--- config.mk ---
export PLATFORM = sky130hd
export DESIGN_NAME = dsn_ram
export DESIGN_NICKNAME = d
export VERILOG_FILES = /design/src/rtl/dsn_ram.sv
export SDC_FILE = /design/constraint.sdc
export NUM_CORES = 1
export LEC_CHECK = 0
export ABC_AREA = 1
export CAP_MARGIN = 20
export CORE_ASPECT_RATIO = 0.9
export CORE_MARGIN = 2
export CORE_UTILIZATION = 63
export CTS_CLUSTER_SIZE = 8
export DETAILED_ROUTE_END_ITERATION = 8
export DONT_BUFFER_PORTS = 1
export MAX_ROUTING_LAYER = met4
export PLACE_DENSITY = 0.79
export SLEW_MARGIN = 20
export SYNTH_ARGS = -nofsm -noshare
export SYNTH_HDL_FRONTEND = slang
export SYNTH_SLANG_ARGS = --single-unit
--- constraint.sdc ---
create_clock -name clk -period 1.7 [get_ports clk]
set_input_delay 0.425 -clock clk [delete_from_list [all_inputs] [get_ports clk]]
set_output_delay 0.425 -clock clk [all_outputs]
set_load 0.01 [all_outputs]
--- src/rtl/dsn_ram.sv ---
`default_nettype none
// ----------------------------------------------------------------------------
// dsn_ram
// Generic single write port, single read port RAM with registered read.
// ----------------------------------------------------------------------------
module dsn_ram #(
  parameter int WIDTH = 8,
  parameter int DEPTH = 16
) (
  input  wire logic                     clk,
  input  wire logic                     we,
  input  wire logic [$clog2(DEPTH)-1:0] waddr,
  input  wire logic [WIDTH-1:0]         wdata,
  input  wire logic [$clog2(DEPTH)-1:0] raddr,
  output logic      [WIDTH-1:0]         rdata
);

  logic [WIDTH-1:0] mem [DEPTH];

  always_ff @(posedge clk) begin
    if (we) begin
      mem[waddr] <= wdata;
    end
    rdata <= mem[raddr];
  end

endmodule
`default_nettype wire

**After elaboration in Yosys (flattened, before gate mapping)**

Memory sizes are Yosys's and may differ from the RTL's. A register that Yosys moved wholly into a read port is not among the register bits.
Cells that the tools add are included.

- Bits of input ports: 18
- Memories kept: 1
- Output and inout bits: 8
- Register bits: 0
- Logic and storage cells: 3
- RAM bits: 128

Memories:

| name | words | width | read ports | clocked after memory_dff | wr ports | line | text |
|---|---|---|---|---|---|---|---|
| mem | 16 | 8 | 1 | 1 | 1 | 18 | `logic [WIDTH-1:0] mem [DEPTH];` |

- Mux-type cells: 2

Operator list:

| operator | count |
|---|---|
| 1-bit 2-to-1 mux | 2 |

**Depth between registers and ports, before layout**

Gate-level depths: netlist of run 1.

- Depth in word-level cells: 2
- Mapped depth: 8
- Gate-level depth less buffers: 7

**Worst setup path after synthesis of run 1**

OpenSTA, ideal clock, no wires.

- Path kind: input to register
- From: in waddr[2]
- To: mem mem[10][0] (enable)
- Stages: 2
- Arrival: 1006 ps
- Library setup time: 370 ps
- Buffers on the path: 0
- Setup slack: 324 ps
- Data required time: 1330 ps
- Cells stage by stage: nand3b_1 > nor2_1

RTL lines:

| element | line | text |
|---|---|---|
| from (decl) | 12 | `input wire logic [$clog2(DEPTH)-1:0] waddr,` |
| to (decl) | 18 |  |

Straight into the memory's write port.

**Worst setup path in the final report of run 1**

- From: reg rdata[3] (read register of mem)
- To: out rdata[3]

RTL lines:

| element | line | text |
|---|---|---|
| from (decl) | 15 | `output logic [WIDTH-1:0] rdata` |

No word-level cell between the ends.

==> results of run 1 <==
state kept, by name (all words and copies together) (netlist names):
name	flops
rdata	8
mem	128
repair_timing:
| item | in CTS | in global routing |
|---|---|---|
| setup endpoints to repair | 0 | 0 |
| hold buffers | 8 | 0 |
| endpoints found under the hold margin | 128 | 0 |
path summary, 6_finish.rpt:
| path | from | to | slack, ns | cells past startpoint |
|---|---|---|---|---|
| setup / recovery | rdata[3] | rdata[3] | 0.31 | 0 |
| hold / removal | raddr[3] | rdata[3] | 0.04 | 2 |
| setup reg to reg | mem[7][3] | rdata[3] | 0.67 | 6 |
| hold reg to reg | mem[11][6] | rdata[6] | 0.67 | 6 |
metrics by stage:
stage	util (%)	power, uW	cells	instance area, sq um	setup slack (ns)
final	73.9	8160	708	6650	0.310
after global routing	73.9	8390	708	6650	0.269
after CTS	73.9	8190	708	6650	0.295
after detailed placement	65.9	4160	669	5930	0.357
after global placement	65.9	4150	669	5930	0.406
after floorplan	-	4110	551	5770	0.324
power by group through the flow:
stage | Clock, uW | Combinational, uW | Sequential [uW]
after detailed placement | 0 | 296 | 3860
after CTS | 4030 | 371 | 3790
after global placement | 0 | 289 | 3860
final | 4000 | 373 | 3790
after floorplan | 0 | 264 | 3850
after global routing | 4170 | 415 | 3800
cell usage after synthesis:
library cell and number:
dfxtp_1 8, buf_6 6, nand3_1 97, nand3b_1 2, buf_4 4, buf_1 1, nor2_1 17, inv_1 100
inv_2 2, buf_2 13, nand2_1 173, edfxtp_1 128
cells by family (layout without fill, tap and decap cells):
| logic type | count (synthesis) | count (layout) | synth area share [%] |
|---|---|---|---|
| AND/OR/NAND/NOR | 289 | 289 | 21.0 |
| flip-flops | 136 | 136 | 69.4 |
| buffers and inverters | 126 | 161 | 9.52 |
per-layer routing:
metal / share of wire [%] / vias to the layer above / global-route usage, %
met1: 40 / 1813 / 37.8
met4: 3.6 / 0 / 15.2
met5: 0 / - / -
li1: - / 1818 / -
met3: 10 / 38 / 7.94
met2: 46 / 227 / 42.3
final cells by class:
cell class | instances | area (sq um)
clock buffer | 17 | 414
clock inverter | 14 | 229
fill | 603 | 2350
inverter | 102 | 383
multi-input combinational | 289 | 1210
sequential | 136 | 4000
tap | 122 | 153
timing repair buffer | 28 | 255
==> out/metrics.yaml, run 1 <==
status: "finished, final reports clean"
track_usage_pct: 29.0
cts_resized: 0
cts_buffers: 17
power_leakage_uw: 0.00287
portBuffers: 0
maxSlewViolCount: 0
p_sw_share_pct: 20.1
final_common_cell: "nand2_1"
cap_violations: 0
path_clk_slew_ns: 0.06
post_cts_buffers: 0
finalCriticalPeriod_ns: 1.39
ys_seq_area_share_pct: 69.4
path_max_fanout: 1
grt_max_degree: 66
avgSynthCellArea_sq_um: 10.5
n_antenna_cell: 0
setup_viol: 0
drc: 0
syn_to_final_growth_pct: 15.3
clk_latency_ns: 0.53
clk_path_buf_depth: 2
synth_nets: 569
place.gp.congestion: 0.847
crit_path_end_kind: "primary output"
fin_nets: 592
worstMarginPinSlew_ns: 0.800
drt_iter0_markers: 395
clkPwrFrac_pct: 49.0
max_freq_mhz: 720
seqPwrFrac_pct: 46.4
antenna_found_initial: 0
grt_pass1_vias: 3860
rsz0062_at_grt: "no"
first_pass_iters: 5
clock_skew_ns: 0.00535
crit_path_start_kind: "flip-flop"
hold_violations: 0
htreeDepth: 4
detail-route-antenna-nets: 0
fin_hold_ws_ns: 0.0389
synth_cell_types: 12
layout_common_cells: "nand2_1 (173), edfxtp_1 (128), inv_1 (100)"
synth_top_area_cell: "edfxtp_1"
cp.arrival_ns: 0.96
p_int_uw: 6530
vias_per_cell: 5.50
finalCritPeriodShare_pct: 81.8
overflow: 0
dr_total_vias: 3896
switchingPower_uw: 1640
clockRootBuffer: "clkbuf_8"
min_path_type: "input port to flip-flop"
die_y_um: 94.8
cts_tree: "built"
path_class: "flip-flop to primary output"
drive_above_1_share_pct: 8.70
start_util_pct: 64.1
worst_ir_drop_vdd_uv: 910
timing.setup.tns_ns: 0
yosys_register_bits: 136
synth_area_sq_um: 5770
rows: 33
io_pins: 26
synth_top_area_share_pct: 66.7
p_per_area_nw_per_um2: 1230
syn_inst: 551
yosys_warnings: 0
ys_top_cells_by_area: "edfxtp_1 (67%), nand2_1 (11%), nand3_1 (8.4%)"
crit_required_ns: 1.27
slew_headroom_pct: 46.5
dieArea_sq_um: 9940
dpl.hpwl_um: 7560
p_comb_share_pct: 4.6
die_w_um: 105
grt_first_pass_wirelength_um: 20200
cts.sinks: 136
fp.coreArea_sq_um: 9000
wl_per_cell_um: 17.9
wl_um: 12700
(Power assumes the default switching activity.)
==> inputs of run 2 (changes only) <==
- clock period: 1.7 -> 1.4 ns (I/O delays scaled with it)
==> out/metrics.yaml, run 2 (synthesized netlist as in run 1, its figures left out) <==
max_freq_mhz: 781
dpl.hpwl_um: 7660  # +1.4%
slew_headroom_pct: 42.1  # -4.4 points
rows: 33  # unchanged
crit_path_start_kind: "flip-flop"
status: "finished, final reports clean"
power_leakage_uw: 0.00286  # -0.16%
setup_viol: 0  # unchanged
grt_first_pass_wirelength_um: 21000  # +4.0%
drt_iter0_markers: 481  # +22%
overflow: 0  # unchanged
maxSlewViolCount: 0  # unchanged
dr_total_vias: 3912  # +0.41%
crit_required_ns: 1.05  # -0.22 ns
clockRootBuffer: "clkbuf_8"
rsz0062_at_grt: "no"
first_pass_iters: 5  # unchanged
finalCritPeriodShare_pct: 91.4
fin_nets: 594  # +0.34%
antenna_found_initial: 0  # unchanged
drive_above_1_share_pct: 9.17  # +0.47 points
syn_to_final_growth_pct: 15.0
fin_hold_ws_ns: 0.0184  # -0.0206 ns
top_register: "mem"
path_max_fanout: 1  # unchanged
num-fill-cells: 591  # -2.0%
htreeDepth: 4  # unchanged
drc: 0  # unchanged
fp.coreArea_sq_um: 9000  # unchanged
path_clk_slew_ns: 0.06  # about the same
cts_tree: "built"
dieArea_sq_um: 9940  # unchanged
largest_register_ffs: 128  # unchanged
die_w_um: 105  # unchanged
clk_path_buf_depth: 2  # unchanged
n_antenna_cell: 0  # unchanged
cts_resized: 0  # unchanged
grt_max_degree: 66  # unchanged
portBuffers: 0  # unchanged
hold_violations: 0  # unchanged
worst_ir_drop_vdd_uv: 1270  # +40%
grt_pass1_vias: 3883  # +0.60%
io_pins: 26  # unchanged
crit_path_end_kind: "primary output"
p_per_area_nw_per_um2: 1440  # +17%
cts.sinks: 136  # unchanged
start_util_pct: 64.1  # unchanged
reg.largest.list: "mem: 128 flops, rdata: 8 flops"
clock_skew_ns: 0.00794  # +0.00258 ns
die_y_um: 94.8  # unchanged
final_common_cell: "nand2_1"
detail-route-antenna-nets: 0  # unchanged
finalCriticalPeriod_ns: 1.28
cp.arrival_ns: 0.93  # -0.03 ns
wl_um: 13300  # +5.4%
path_class: "flip-flop to primary output"
place.gp.congestion: 0.832  # -1.8%
clk_latency_ns: 0.52  # about the same
min_path_type: "input port to flip-flop"
wl_per_cell_um: 18.8  # +4.9%
cap_violations: 0  # unchanged
vias_per_cell: 5.50  # about the same
layout_common_cells: "nand2_1 (173), edfxtp_1 (128), inv_1 (100)"
worstMarginPinSlew_ns: 0.866  # +0.0658 ns
track_usage_pct: 30.2  # +1.1 points
cts_buffers: 17  # unchanged
timing.setup.tns_ns: 0  # unchanged
-- run 2: changes by cell type in the layout (fill, tap and decap cells not counted) --
cell / previous run / this run
bufinv_16: 6 / 3
clkbuf_8: 1 / 3
clkinv_1: 2 / 0
clkinv_2: 2 / 4
buf_12: 2 / 3
clkbuf_1: 0 / 1
clkinv_4: 0 / 1
dlygate4sd3_1: 8 / 9
-- run 2: final timing paths --
check        startpoint  endpoint  cells past startpoint  slack (ns)
max            rdata[1]  rdata[1]                      0        0.12
min            raddr[3]  rdata[4]                      2        0.02
max reg2reg  mem[11][6]  rdata[6]                      6        0.34
min reg2reg   mem[3][5]  rdata[5]                      6        0.69
-- run 2: timing repair --
action / in CTS / in global routing
hold buffers: 9 / 0
buffers inserted: 0 / 0
endpoints found under the hold margin: 132 / 0
-- run 2: final cells by class --
class | count | area, sq um | share of cell area [%]
Timing Repair Buffer | 30 | 285 | 4.30
Multi-Input combinational cell | 289 | 1210 | 18.3
Clock buffer | 20 | 445 | 6.71
Clock inverter | 12 | 150 | 2.26
Tap cell | 122 | 153 | 2.30
Inverter | 102 | 383 | 5.77
Sequential cell | 136 | 4000 | 60.4
-- run 2: routing by layer --
metal	track usage (%)	part of all wire [%]	up-vias
met5	-	0	-
met4	10.3	2.1	0
met1	38.9	40	1833
met3	8.83	9.6	30
met2	46.5	49	227
li1	-	-	1822
-- run 2: power breakdown --
group          internal (uW)  switching [uW]
logic                    155             324
clock network           2800            1640
registers               4550            48.0
total                   7510            2010
-- run 2: through the flow --
stage	setup WS [ns]	utilization (%)	instance area, sq um	total power (uW)	cells
global route	0.102	73.7	6630	9780	711
detailed placement	0.147	66.1	5950	5060	670
CTS	0.112	73.7	6630	9540	711
floorplan	0.0992	-	5770	4990	551
finish	0.120	73.7	6630	9520	711
global placement	0.161	66.1	5950	5040	670
