## config.mk

```make
export PLATFORM = sky130hd
export DESIGN_NAME = dsn_div
export DESIGN_NICKNAME = d
export VERILOG_FILES = /design/src/rtl/dsn_pkg.sv /design/src/rtl/dsn_div.sv
export SDC_FILE = /design/constraint.sdc
export NUM_CORES = 1
export LEC_CHECK = 0
export ABC_CLOCK_PERIOD_IN_PS = 9100
export BUFFER_PORTS_ARGS = -buffer_cell sky130_fd_sc_hd__buf_2
export CORE_UTILIZATION = 64
export CTS_CLUSTER_DIAMETER = 120
export DETAILED_ROUTE_END_ITERATION = 10
export PLACE_DENSITY = 0.94
export SKIP_LAST_GASP = 1
export SYNTH_ARGS = -nofsm -noshare
export SYNTH_HDL_FRONTEND = slang
export SYNTH_SLANG_ARGS = --single-unit
```

## constraint.sdc

```tcl
create_clock -name clk -period 9.1 [get_ports clk]
set_clock_uncertainty 0.05 [all_clocks]
set_input_delay 2.275 -clock clk [delete_from_list [all_inputs] [get_ports clk]]
set_output_delay 2.275 -clock clk [all_outputs]
set_load 0.02 [all_outputs]
```

## src/rtl/dsn_pkg.sv

```systemverilog
`default_nettype none
// ----------------------------------------------------------------------------
// dsn_pkg
// Shared types and constants of the delayed spiking network engine.
// ----------------------------------------------------------------------------
package dsn_pkg;

  localparam int ACT_W  = 24;
  localparam int SUM_W  = 24;
  localparam int PROD_W = 31;
  localparam int THR_W  = 16;
  localparam int PER_W  = 8;

  typedef enum logic [1:0] {
    CMD_TICK    = 2'd0,
    CMD_STIM    = 2'd1,
    CMD_LINK    = 2'd2,
    CMD_TYPE    = 2'd3
  } cmd_t;

  localparam logic [7:0] REG_THRESHOLD  = 8'd0;
  localparam logic [7:0] REG_SPIKE_VAL  = 8'd1;
  localparam logic [7:0] REG_LEAK       = 8'd2;
  localparam logic [7:0] REG_REFRACTORY = 8'd3;

  typedef enum logic [3:0] {
    ST_CLEAR,
    ST_IDLE,
    ST_EXEC,
    ST_WRED,
    ST_P1,
    ST_P2T,
    ST_SUM,
    ST_DRAIN,
    ST_APPLY,
    ST_MUL,
    ST_DSTART,
    ST_DIV,
    ST_DONE
  } state_t;

  typedef struct packed {
    logic              start;
    logic [PROD_W-1:0] dividend;
    logic [THR_W-1:0]  divisor;
    logic [PER_W-1:0]  limit;
  } div_req_t;

  typedef struct packed {
    logic             done;
    logic [PER_W-1:0] quotient;
  } div_rsp_t;

endpackage
`default_nettype wire

```

## src/rtl/dsn_div.sv

```systemverilog
`default_nettype none
// ----------------------------------------------------------------------------
// dsn_div
// Shift-subtract divider, one quotient bit a cycle, result clipped to a limit.
// ----------------------------------------------------------------------------
module dsn_div (
  input  wire logic              clk,
  input  wire logic              rst,
  input  wire dsn_pkg::div_req_t req,
  output dsn_pkg::div_rsp_t      rsp
);
  import dsn_pkg::*;

  logic [PROD_W-1:0]      rem;
  logic [THR_W+PER_W-1:0] dsh;
  logic [PER_W-1:0]       q;
  logic [PER_W-1:0]       lim;
  logic [2:0]             step;
  logic                   run;
  logic                   done;
  logic [PER_W-1:0]       qout;
  logic                   ge;
  logic [PER_W-1:0]       q_new;

  assign ge    = rem >= PROD_W'(dsh);
  assign q_new = {q[PER_W-2:0], ge};

  always_ff @(posedge clk) begin
    if (rst) begin
      run  <= 1'b0;
      done <= 1'b0;
    end else begin
      done <= 1'b0;
      if (req.start) begin
        lim <= req.limit;
        if (req.divisor == '0 ||
            req.dividend >= PROD_W'({req.divisor, {PER_W{1'b0}}})) begin
          qout <= req.limit;
          done <= 1'b1;
        end else begin
          rem  <= req.dividend;
          dsh  <= (THR_W+PER_W)'(req.divisor) << (PER_W-1);
          q    <= '0;
          step <= 3'd7;
          run  <= 1'b1;
        end
      end else if (run) begin
        if (ge) begin
          rem <= rem - PROD_W'(dsh);
        end
        q   <= q_new;
        dsh <= dsh >> 1;
        step <= step - 3'd1;
        if (step == 3'd0) begin
          run  <= 1'b0;
          done <= 1'b1;
          qout <= (q_new > lim) ? lim : q_new;
        end
      end
    end
  end

  assign rsp.done     = done;
  assign rsp.quotient = qout;

endmodule
`default_nettype wire
```

Word level (Yosys, flattened, before mapping)
Cells that the tools add are included.
Widths: inputs -> output; s select.
{"block": "classes", "n_bitwise": 1, "n_eq_ne": 2, "reduce_logical": 10, "n_lt_le_gt_ge": 3, "muxes": 26, "add_sub_neg": 2}
{"cell": "$mux 31", "n": 4}
{"cell": "$mux 24", "n": 3}
{"cell": "$ge 31x24->1", "n": 2}
{"cell": "$mux 8", "n": 5}
{"cell": "$sub 31x24->31", "n": 1}
{"cell": "$mux 7", "n": 3}
{"cell": "$logic_not 16->1", "n": 1}
{"cell": "$mux 3", "n": 3}
{"cell": "$gt 8x8->1", "n": 1}
{"cell": "$mux 1", "n": 8}
{"cell": "$reduce_and 4->1", "n": 2}
{"cell": "$reduce_bool 2->1", "n": 3}
{"cell": "$logic_not 3->1", "n": 1}
{"cell": "$reduce_and 3->1", "n": 1}
{"cell": "$sub 3x1->3 const B", "n": 1}
{"cell": "$ne 2x1->1 const B", "n": 1}
{"cell": "$ne 2x2->1 const B", "n": 1}
{"cell": "$reduce_and 2->1", "n": 1}
{"cell": "$logic_or 1x1->1", "n": 1}
{"cell": "$not 1->1", "n": 1}
{"block": "totals", "in_bits": 58, "regBits": 83, "elab_cells": 52, "output_inout_bits": 9}

Depth between registers and ports, before layout
{"block": "logic_depth", "depth_word": 6, "mapped_depth": 19, "depth_no_buf": 17}

Worst setup path before layout
Ideal clock, no wire load.
{"block": "synth_path", "path_type": "input port to flip-flop", "from": "input port req[16] (netlist bit)", "to": "register dsh[0] (enable)", "setup_time_ns": 0.435, "t_required_ns": 8.615, "n_path_buf": 0, "arrival_ns": 5.141, "cell_stages": 9, "slack_ns": 3.475, "path_cell_list": "inv_1 -> ha_1 -> a21o_1 -> a21o_1 -> a21oi_1 -> o31ai_1 -> o2111ai_1 -> nand4_1 -> a21oi_1"}
{"block": "synth_via", "elab_chain_len": 4, "word_cells_on_any_way": 5, "classes_between": "order compare: 1; eq/ne: 1; reduce/logical: 3"}
{"element": "start, declared", "line_no": "dsn_div.sv:9", "source": "input wire dsn_pkg::div_req_t req,"}
{"element": "$ge 31x24->1 / $logic_not 16->1 (equally long branches)", "line_no": "dsn_div.sv:37, dsn_div.sv:36"}
{"element": "$logic_or 1x1->1 *", "line_no": "dsn_div.sv:36", "source": "if (req.divisor == '0 ||"}
{"element": "$ne 2x2->1 (no source line) *"}
{"element": "$reduce_and 3->1 (no source line) *"}
{"element": "end signal, assigned", "line_no": "dsn_div.sv:42", "source": "dsh <= (THR_W+PER_W)'(req.divisor) << (PER_W-1);"}
{"element": "end signal, assigned", "line_no": "dsn_div.sv:52", "source": "dsh <= dsh >> 1;"}
{"element": "end, declared", "line_no": "dsn_div.sv:15", "source": "logic [THR_W+PER_W-1:0] dsh;"}
Mark *: on every way between the ends. The rest lies on a longest branch, timed or not.
A chain may end at the register's enable or synchronous reset.

Worst setup path after layout
{"block": "layout_path", "from": "input port req[12] (netlist bit)", "to": "register dsh[17] (enable)"}
The elaborated chain is that of the path after synthesis.

==> metrics.md <==
| Metric | Value |
|---|---|
| Clock root buffer | clkbuf_8 |
| CTS H-Tree Depth | 3 |
| DR WL/cell | 18.7 um |
| Fraction of layout cells with a size suffix above 1 | 0.158 |
| DP Wirelength | between 10 and 15 mm |
| Vias/cell | 6.33 |
| Worst Tran Pin Value | 865 ps |
| DRC | 0 |
| Final Hold Fails | 0 |
| Chip height | around 96 um |
| CTS resizes | 0 |
| Worst Path Class, Setup | in2reg |
| Final period util | 0.548 |
| Gpl congestion | 0.956 |
| Area Overhead vs Synth | 10.9% |
| Initial antenna violation count | 0 |
| Total die area | slightly above 9000 um2 |
| Initial Util | 0.672 |
| Top cell type's share of synthesized area | 0.429 |
| Mapped cell area | approximately 5600 um2 |
| Fin nets | ~750 |
| FP Rows | 33 |
| Pins Over Slew Limit | 0 |
| Tot GR Track Use | 0.335 |
| First-pass GRT wire length | 23.0 mm |
| Highest Clock Rate | about 200 MHz |
| ANT nets after route | 0 |
| Seq cells post-synth | a little over 80 |
| Synth Flop Type | edfxtp_1 |
| Top post-synthesis cells by area | edfxtp_1, ha_1, o21ai_0 |
| Bufs on Longest Clock Path | 2 |
| Post-synthesis cell count | 589 |
| Worst setup EP type | flip-flop |
| RSZ-0062 raised after global routing | no |
| Syn avg cell area | around 9.5 um2 |
| Final instance area | between 6000 and 7000 um2 |
| Syn nets | ~700 |
| CTS clk-pin slew, worst paths | about 80 ps |
| Asr flop ratio synth | 0 |
| Class of the worst hold path | reg2reg |
| Clock sinks | between 80 and 90 |
| Unique masters post-synth | 56 |
| Setup TNS | 0 ps |
| Fin crit period | 4990 ps |
| PwrDens | about 130 nW/um2 |
| Hold Buf Count CTS | 0 |
| Worst EP required | between 9000 and 10000 ps |
| TritonCTS clock tree | done |
| Peak VDD IR | 0.0000777 V |
| Worst rel slew slack | 0.422 |
| Crit path arrival time | 4960 ps |
| Vias after detailed routing | between 4000 and 5000 |
| Leakage power | between 0.002 and 0.003 uW |
| Vias in the first global route | around 5000 |
| Post-DP Area | ~6000 um2 |
| Post-CTS Setup Bufs | 0 |
| Gr ovfl total | 0 |
| Worst-Skew Late Latency | around 360 ps |
| Placeable Area | about 8300 um2 |
| Util after Layout | 0.745 |
| Die X | around 96 um |
| Largest net degree at the start of global routing | ~80 |
| Total Routed Length | between 10 and 15 mm |
| Num CTS Buffers | 9 |
| EDFF count, synth | 80 |
| Register area share after synthesis | 0.436 |
| IO buf count | 66 |
| Crit path max fanout | 21 |
| Iter 0 DRT Violations | slightly above 400 |
| CP peak stage delay | roughly 650 ps |
| Cell taking the most area after synthesis | edfxtp_1 |
| Placed Instances | between 700 and 800 |
| Syn. warnings | 0 |
| Final total power | 784 uW |
| 1st-pass router iterations | 8 |
| Non-Filler Instances | 756 |
| Crit-path cells | buf_2 -> inv_1 -> ha_1 -> a21o_1 -> a21o_1 -> a21oi_1 -> nor2_1 -> o2111ai_1 -> nand4_1 -> a21oi_2 -> buf_4 |
| Worst path slowest cell | a21oi_2 |
| Crit path top cell by count | a21o_1 |
| Status | completed |
| Io pins | 67 |
| Antenna cells | 0 |
| Critical path buffer and inverter count | 3 |
| Startpoint Class | input port |
| Max Cap Violations | 0 |
| Crit path max-delay family | compound AO/OA/AOI/OAI gates |
| Finish-stage setup viols | 0 |
-- power breakdown --
part	switching [uW]	internal, uW	leakage (uW)	total (uW)
clock	151	132	0.000102	282
sequential	2.22	419	0.000745	422
combinational	47.6	32.3	0.00182	79.9
-- placed cells by master (no fill, tap or decap), types with 11 or more instances in the layout --
master and instances:
inv_1 60, nand2_1 70, nor2_1 31, a21oi_1 31
buf_2 65, a21o_1 19, ha_1 49, nor4_1 11
xnor2_1 14, nand4_1 12, edfxtp_1 80, o21ai_0 62
xor2_1 13, nor2b_1 14
-- cells in the mapped netlist (all sizes together) (2+ instances only) --
cell	instances
edfxtp	80
nand2	70
o21ai	65
inv	60
ha	49
a21oi	34
nor2	31
a21o	19
clkbuf	14
nor2b	14
xnor2	14
xor2	13
nand4	12
nor4	11
nand2b	10
buf	9
nand3	9
nor3	8
mux2i	7
a31oi	5
mux2	5
o31ai	5
and2	4
o21bai	4
a21boi	3
and3	3
and4	3
o21a	3
o22ai	3
a2111oi	2
a211oi	2
a41oi	2
dfxtp	2
o2111ai	2
o211ai	2
or2	2
-- routing by layer --
layer,routed length (um),GRT usage,vias up
met1,5390,0.392,2217
met3,1220,0.0933,72
met2,6940,0.564,272
li1,-,-,2225
met4,594,0.164,0
met5,0,0,-
-- tightest hold or removal path, stage by stage (launching register included) --
cell and delay [ps]:
dfxtp_1 330, o21ai_0 70, a21oi_1 60
-- registers in the layout, indices dropped and copies added (netlist names) --
name,count
rem,31
run,1
step,3
dsh,23
qout,8
q,7
lim,8
done,1
-- cell type report --
class	instances	area [um2]
Inverter	60	225
Clock inverter	7	83.8
Multi-Input combinational cell	424	2850
Tap cell	105	131
Sequential cell	82	2440
Fill cell	572	2130
Clock buffer	9	124
Timing Repair Buffer	69	355
-- metrics by stage --
| stage | hold slack, ps | setup slack, ps |
|---|---|---|
| floorplan | 411 | 3470 |
| global placement | 439 | 3910 |
| detailed placement | 436 | 3770 |
| CTS | 450 | 4160 |
| global route | 496 | 3910 |
| finish | 457 | 4110 |
-- logic make-up after synthesis --
family                   count (synthesis)  synth area share
AO/OA/AOI/OAI                          153             0.170
XOR/XNOR                                27            0.0422
adder cells (fa/ha/maj)                 50             0.113
buffers and inverters                   83            0.0572
flip-flops                              82             0.436
multiplexers                            12            0.0226
AND/OR/NAND/NOR                        182             0.159
-- worst paths after layout --
| kind | from | to | slack, ps | cells past startpoint |
|---|---|---|---|---|
| hold reg to reg | run$_SDFFE_PP0N_ | run$_SDFFE_PP0N_ | 460 | 2 |
| setup / recovery | req[12] | dsh[17]$_DFFE_PP_ | 4110 | 11 |
| setup reg to reg | dsh[1]$_SDFFCE_PP0P_ | qout[1]$_DFFE_PP_ | 5040 | 17 |
| hold / removal | run$_SDFFE_PP0N_ | run$_SDFFE_PP0N_ | 460 | 2 |
No activity file was read; power rests on OpenSTA's default activity.
